==> config.mk <==
export PLATFORM = sky130hd
export DESIGN_NAME = axrm_sqrt
export DESIGN_NICKNAME = d
export VERILOG_FILES = /design/src/design/axrm_pkg.sv /design/src/design/axrm_sqrt.sv
export SDC_FILE = /design/constraint.sdc
export NUM_CORES = 2
export LEC_CHECK = 0
export BUFFER_PORTS_ARGS = -buffer_cell sky130_fd_sc_hd__buf_2
export CAP_MARGIN = 20
export CORE_AREA = 2 2 372 374
export DETAILED_ROUTE_END_ITERATION = 10
export DIE_AREA = 0 0 374 376
export HOLD_SLACK_MARGIN = 0.15
export PLACE_DENSITY = 0.86
export SKIP_CTS_REPAIR_TIMING = 1
export SYNTH_ARGS = -nofsm -noshare
export SYNTH_HDL_FRONTEND = slang
export SYNTH_SLANG_ARGS = --single-unit
==> constraint.sdc <==
create_clock -name clk -period 2.9 [get_ports clk]
set_input_delay 0.145 -clock clk [delete_from_list [all_inputs] [get_ports clk]]
set_output_delay 0.145 -clock clk [all_outputs]
set_load 0.05 [all_outputs]
==> src/design/axrm_pkg.sv <==
package axrm_pkg;

  // cordic depth, stages beyond 24 are not run
  localparam int CORDIC_STAGES = 16;
  localparam int NUM_CORDIC    = (CORDIC_STAGES < 24) ? CORDIC_STAGES : 24;

  // datapath step counts
  localparam int SQRT_STEPS = 24;
  localparam int DIV_STEPS  = 15;
  localparam int PIPE_LAT   = 1 + SQRT_STEPS + DIV_STEPS + 3 + NUM_CORDIC + 3 + 3 + 1;

  // angle arithmetic, q.30
  localparam int ANG_W = 36;
  localparam logic signed [ANG_W-1:0] ONE_Q30     = 36'sd1073741824;
  localparam logic signed [ANG_W-1:0] PI_Q30      = 36'sd3373259426;
  localparam logic signed [ANG_W-1:0] TWO_PI_Q30  = 36'sd6746518852;
  localparam logic signed [ANG_W-1:0] HALF_PI_Q30 = 36'sd1686629713;
  localparam logic signed [ANG_W-1:0] GAIN_Q30    = 36'sd652032875;
  localparam logic [33:0] TWO_PI_U  = 34'd6746518852;
  localparam logic [33:0] FOUR_PI_U = 34'd13493037704;

  localparam logic signed [15:0] UNIT_Q14  = 16'sd16384;
  localparam logic [31:0]        TOL_RESET = 32'd4096;

  typedef logic signed [15:0] s16_t;

  // side data travelling with the square root
  typedef struct packed {
    s16_t x;
    s16_t y;
    s16_t z;
    logic zero;
  } sq_side_t;

  // side data travelling with the angle
  typedef struct packed {
    s16_t u0;
    s16_t u1;
    s16_t u2;
    logic neg;
    logic zero;
  } cor_side_t;

  // arctangent of 2^-i, q.30
  function automatic logic signed [ANG_W-1:0] atan_q30(input int idx);
    logic signed [ANG_W-1:0] v;
    case (idx)
      0:  v = 36'sd843314857;
      1:  v = 36'sd497837830;
      2:  v = 36'sd263043837;
      3:  v = 36'sd133525159;
      4:  v = 36'sd67021687;
      5:  v = 36'sd33543516;
      6:  v = 36'sd16775851;
      7:  v = 36'sd8388437;
      8:  v = 36'sd4194283;
      9:  v = 36'sd2097149;
      10: v = 36'sd1048576;
      11: v = 36'sd524288;
      12: v = 36'sd262144;
      13: v = 36'sd131072;
      14: v = 36'sd65536;
      15: v = 36'sd32768;
      16: v = 36'sd16384;
      17: v = 36'sd8192;
      18: v = 36'sd4096;
      19: v = 36'sd2048;
      20: v = 36'sd1024;
      21: v = 36'sd512;
      22: v = 36'sd256;
      23: v = 36'sd128;
      default: v = 36'sd0;
    endcase
    return v;
  endfunction

endpackage

==> src/design/axrm_sqrt.sv <==
module axrm_sqrt (
  input  logic               clk,
  input  logic               rst_n,
  input  logic               in_valid,
  input  logic [47:0]        in_rad,
  input  axrm_pkg::sq_side_t in_side,
  output logic               out_valid,
  output logic [23:0]        out_root,
  output axrm_pkg::sq_side_t out_side
);
  import axrm_pkg::*;

  logic        valid_r [SQRT_STEPS];
  logic [25:0] rem_r   [SQRT_STEPS];
  logic [23:0] root_r  [SQRT_STEPS];
  logic [47:0] rad_r   [SQRT_STEPS];
  sq_side_t    side_r  [SQRT_STEPS];

  // one result bit per stage, restoring digit recurrence
  for (genvar k = 0; k < SQRT_STEPS; k++) begin : g_step
    logic        vld;
    logic [25:0] rem;
    logic [23:0] root;
    logic [47:0] rad;
    sq_side_t    side;
    logic [27:0] rem_sh;
    logic [27:0] trial;
    logic        ge;

    if (k == 0) begin : g_first
      assign vld  = in_valid;
      assign rem  = '0;
      assign root = '0;
      assign rad  = in_rad;
      assign side = in_side;
    end else begin : g_next
      assign vld  = valid_r[k-1];
      assign rem  = rem_r[k-1];
      assign root = root_r[k-1];
      assign rad  = rad_r[k-1];
      assign side = side_r[k-1];
    end

    assign rem_sh = {rem, rad[47:46]};
    assign trial  = {2'b00, root, 2'b01};
    assign ge     = (rem_sh >= trial);

    always_ff @(posedge clk) begin
      if (!rst_n) begin
        valid_r[k] <= 1'b0;
      end else begin
        valid_r[k] <= vld;
      end
    end

    always_ff @(posedge clk) begin
      rem_r[k]  <= ge ? 26'(rem_sh - trial) : rem_sh[25:0];
      root_r[k] <= {root[22:0], ge};
      rad_r[k]  <= {rad[45:0], 2'b00};
      side_r[k] <= side;
    end
  end

  assign out_valid = valid_r[SQRT_STEPS-1];
  assign out_root  = root_r[SQRT_STEPS-1];
  assign out_side  = side_r[SQRT_STEPS-1];

endmodule

After elaboration in Yosys (flattened, before gate mapping)
Memories as Yosys holds them, arrays and structs flattened.
Index checks and enable logic that the tools add are counted.
{ "word_totals": {"register_bits": 0, "ram_bits": 3504, "input_bits": 100, "output_inout_bits": 74, "word_cells": 127, "memories": 5} }
{ "op_classes": {"add_sub_neg": 24, "order_cmp": 24, "mux": 50, "n_bitwise": 24} }
{ "mem_list": {"columns": ["memory", "words", "word_bits", "read_ports", "rd_ports_with_merged_regs", "write_ports", "line", "text"], "rows": [
  ["side_r", 24, 49, 24, 0, 24, "axrm_sqrt.sv:17", "sq_side_t side_r [SQRT_STEPS];"],
  ["rad_r", 24, 46, 23, 0, 24, "axrm_sqrt.sv:16", "logic [47:0] rad_r [SQRT_STEPS];"],
  ["rem_r", 24, 26, 23, 0, 24, "axrm_sqrt.sv:14", "logic [25:0] rem_r [SQRT_STEPS];"],
  ["root_r", 24, 24, 24, 0, 24, "axrm_sqrt.sv:15", "logic [23:0] root_r [SQRT_STEPS];"],
  ["valid_r", 24, 1, 24, 0, 24, "axrm_sqrt.sv:13", "logic valid_r [SQRT_STEPS];"]
]} }
{ "ops": {"columns": ["op", "n"], "rows": [
  ["$ge A28 B26 Y1", 23],
  ["$mux W26", 24],
  ["$sub A26 B26 Y26", 23],
  ["$mux W1", 26],
  ["$or A1 B1 Y1", 24],
  ["$sub A2 B1 Y3 const B", 1],
  ["$ge A2 B1 Y1 const B", 1]
]} }

Longest topological paths before layout
An unclocked memory read counts as a cell.
{ "depth": {"word_depth": 3, "mapped_depth": 13, "mapped_depth_nobuf": 12} }

Worst setup path after synthesis
OpenSTA, ideal clock, no wires.
{ "synth_path": {"path_type": "register to register", "from": "memory root_r[13][3] (netlist: root_r[1][123])", "to": "memory rem_r[14][21] (netlist: rem_r[3][73])", "setup_time_ns": 0.072, "t_arrival_ns": 2.664, "required_time_ns": 2.828, "slack_ns": 0.164, "stages_incl_launch_ff": 13, "n_path_buf": 1, "synth_period_minus_slack_ns": 2.736, "path_cell_list": "dfxtp_1 -> inv_1 -> ha_1 -> clkbuf_1 -> a21oi_1 -> o21ai_1 -> nor3_1 -> a21oi_1 -> a41o_1 -> o31a_1 -> or4b_1 -> nor4_2 -> xor2_1"} }
{ "synth_rtl": {"columns": ["item", "line"], "rows": [
  ["start: declaration", "axrm_sqrt.sv:15"],
  ["end: declaration", "axrm_sqrt.sv:14"]
]} }

==> run summary <==
The run finished with clean final reports. The leakage power summed over all cells was 0.0409 uW; the final count of pins violating max slew was 0. The ratio of final minimum period to clock period works out to 0.984. The worst setup path is of the flop to flop kind.

The core region is 137000 um2. The detail route stage leaves a number of antenna-violating nets equal to 0. The tools report the post-route core utilization as 0.659. The total power divided by cell area is 937 nW/um2, and the worst-case vdd ir drop is 862 uV. From left edge to right edge, the die measures 374 um. The insertion delay to the later sink of the worst-skew pair was 0.87 ns. For this run, the leading register cell type out of synthesis is sky130_fd_sc_hd__dfxtp_1. Number of vias per cell after detailed routing: 4.92. Once routing completed, OpenROAD measured the worst setup slack at 0.0451 ns.

After clock tree synthesis, the clock-pin slew on the worst setup and hold paths is 0.06 ns. For this run the aggregate overflow at the end of global routing stands at 0. The sum of net half-perimeters after detailed placement was 81400 um. In this run the most critical hold path is launched from rad_r[0][292]. The largest individual stage delay along the critical path comes from the cell sky130_fd_sc_hd__or3_4. The floorplan step defined a die boundary enclosing 141000 um2. The fraction of registers with async set/reset was 0. The detailed router put a total of 53200 um of wire on met1.

Of all nets on the critical path, the largest fanout is 6. The worst slew slack as a fraction of its limit came out at 0.577. The final-stage net count was 7195. The endpoint class of the critical path was a flop. CTS placed an instance of sky130_fd_sc_hd__clkbuf_16 at the clock tree root. The kind of cell with the highest combined delay along the critical path is compound AO/OA/AOI/OAI gates. From bottom edge to top edge, the die measures 376 um.

The multiplexer area fraction after synthesis is 0.00710, and the setup slack of the most critical reg-to-reg path is 0.05 ns. Max-cap violations in this run came to 0. The number of nets handed over by synthesis was 6521. The shortest period the worst path allows works out to 2.85 ns.

The worst hold path was traced through 0 stages. The synthesized design spends more area on one cell type than any other, namely sky130_fd_sc_hd__dfxtp_1. After synthesis, the netlist uses 90 different library cells. The number of placed instances, taps included, is 8118. In this run the tool buffered the top-level ports with 173 buffer cells. The met3 routed wirelength was 5360 um; the number of cell rows was 136. The area share of fa/ha/maj cells after synthesis is 0.0545. The simple-gate share of the synthesized area is 0.0831, and the starting utilization of the core area is 0.548. TritonCTS built the clock tree. The run gives 0.173 as the combined global-route utilization of all metal layers. The met2 routed wirelength is 66500 um, and the part of the Yosys area used for sequential elements is 0.699. Counting the buffers created by CTS gives 228. The fraction of layout cells with a size suffix above 1 was 0.134; the required time of the critical path was 3.55 ns. Leaving out filler cells and counting taps, the final layout contains 8760. Prior to clock tree synthesis, the placed netlist has a worst setup slack of -0.123 ns. A synthesized cell averages 12.3 um2. Number of ports placed on the die boundary: 174.

Walking the worst path, the cells encountered are inv_1 -> ha_1 -> o21ai_1 -> nand2_1 -> a21oi_4 -> a311oi_2 -> or3_4 -> a211oi_4 -> buf_4 -> buf_6 -> nor4_1 -> xor2_1. Entering global routing, the biggest net connects 45 pins. The largest family of logic cells by synthesized area was simple AND/OR/NAND/NOR gates. The worst setup path is launched from a flop. The via count of the routed design is 43100.

The startpoint identified for the worst register-to-register timing path is root_r[2][6]. The class of the most critical hold timing path was flop to flop. The total number of clock tree sinks is 2615, and the final wirelength is 130000 um. On the worst path, the slowest cell contributes a delay of 0.41 ns. Relative to the synthesized area, the layout overhead comes to 20.3%. The maximum operating frequency is 350 MHz. The fraction of the mapped netlist area in compound gates is 0.0788. For the number of DRC markers after the initial detailed-route iteration, the log shows 2315. The wire length per cell was 14.8 um.

The fraction of post-synthesis cell area in the top cell type by area is 0.699. The post-synthesis share of cell area spent on xor and xnor gates works out to 0.0537. The instance count of the mapped netlist was 6095; the count of state elements after synthesis was 2615.

In this run the cell area of the synthesized design comes to 74900 um2. The tools report the via count of the first global-routing pass as 42200. Sorting the synthesized cells by area gives the leading types as sky130_fd_sc_hd__dfxtp_1, sky130_fd_sc_hd__ha_1, sky130_fd_sc_hd__xnor2_1.

The library cells used most frequently in the layout, excluding fill and tap cells, are sky130_fd_sc_hd__dfxtp_1, sky130_fd_sc_hd__inv_1, sky130_fd_sc_hd__nand2_1. The total count of hold-check failures in the final report is 0. The initial antenna violation count was 2. Signal routing reaches up to met4. The H-tree was split into 4 levels. The depth of the most critical reg-to-reg path works out to 12. Setup repair after global routing could not meet its margin everywhere. The first global-routing pass estimated 201000 um of wire. Routability-driven placement finished with a final weighted congestion of 0.916.

Most common library cell in the layout ignoring fill and taps: sky130_fd_sc_hd__dfxtp_1. The diode insertion count for antenna repair was 0; the number of design rule violations left after detail routing was 0. The number of flops mapped to enable cells by yosys is 0.

The first TritonRoute pass finished after 5 iterations. The reg-to-reg endpoint was rem_r[4][47]. The total number of yosys warnings was 0; the critical path buffer and inverter count was 3.

For the pin with the worst max-slew slack, the measured transition is 0.629 ns. The clock arrives with 0.0908 ns of skew. The data arrival time at the worst-slack endpoint is 3.51 ns. The total of endpoints with negative setup slack in the final report was 0; the number of buffers between clock root and the deepest sink was 3. The worst hold path terminates at rad_r[0][340].
-- worst max-delay path by stage --
stage,depth (start not counted),from,endpoint
floorplan,12,root_r[1][123],rem_r[3][73]
global placement,11,root_r[2][121],rem_r[5][75]
detailed placement,11,root_r[2][3],rem_r[4][47]
CTS,11,root_r[2][3],rem_r[4][47]
global route,12,root_r[1][125],rem_r[3][73]
finish,12,root_r[2][6],rem_r[4][47]
-- area by class of cell --
type | count | area [um2]
Sequential cell | 2615 | 52400
Fill cell | 9586 | 46600
Multi-Input combinational cell | 3018 | 21600
Clock buffer | 310 | 6480
Timing Repair Buffer | 516 | 4020
Tap cell | 1794 | 2240
Clock inverter | 117 | 1910
Inverter | 390 | 1460
-- sequential cells by signal, indices dropped and copies added, names as in the netlist --
| register | count |
|---|---|
| rad_r | 552 |
| root_r | 300 |
| side_r | 1176 |
| valid_r | 24 |
| rem_r | 563 |
-- report_power, final --
group	switching, uW	leakage, uW	total (uW)	internal, uW
logic	4890	0.0149	9280	4390
registers	2670	0.0220	42800	40100
clock network	13300	0.00407	32300	19000
total	20900	0.0409	84300	63500
-- synth_stat cells (all sizes together) (6+ instances only) --
cell type / n
ha: 326
a21o: 122
nand2b: 68
mux2i: 7
and4: 7
inv: 390
o211ai: 24
o2111ai: 6
or3: 53
a21boi: 11
a41oi: 6
buf: 23
nor4b: 6
or4: 27
nand3b: 20
a41o: 6
clkbuf: 49
a211oi: 25
nand4: 46
nor2b: 54
o41ai: 9
nand2: 321
nor3b: 10
o21bai: 18
a2111oi: 11
a21oi: 313
nand3: 63
dfxtp: 2615
xor2: 210
o21a: 59
o21ai: 233
and2: 38
o31ai: 23
or2: 26
and3: 21
nor2: 287
nor3: 120
nor4: 60
a31oi: 24
mux2: 41
xnor2: 249
-- through the flow --
stage	TNS, ns	hold slack (ns)	area (um2)	power, uW
6_report	0	0.277	90000	84300
5_1_grt	-0.921	0.271	90000	88100
4_1_cts	-1.72	-0.748	87100	84500
3_5_place_dp	-0.524	0.249	78800	52100
3_3_place_gp	-0.102	0.247	78800	51600
2_1_floorplan	0	0.173	74900	49300
-- logic make-up (layout without fill, tap and decap cells) --
family | count (synthesis) | in the layout
flops | 2615 | 2615
simple gates | 1239 | 1239
compound gates | 945 | 945
buf+inv | 462 | 1333
xor+xnor | 459 | 459
fa+ha+maj | 326 | 326
mux | 48 | 48
other cells | 1 | 1
-- per-layer routing --
metal | up-vias | GRT usage
li1 | 21700 | -
met1 | 20100 | 0.196
met2 | 975 | 0.315
met3 | 316 | 0.0332
met4 | 0 | 0.0747
met5 | - | 0
Power figures use the tool's default switching activity.
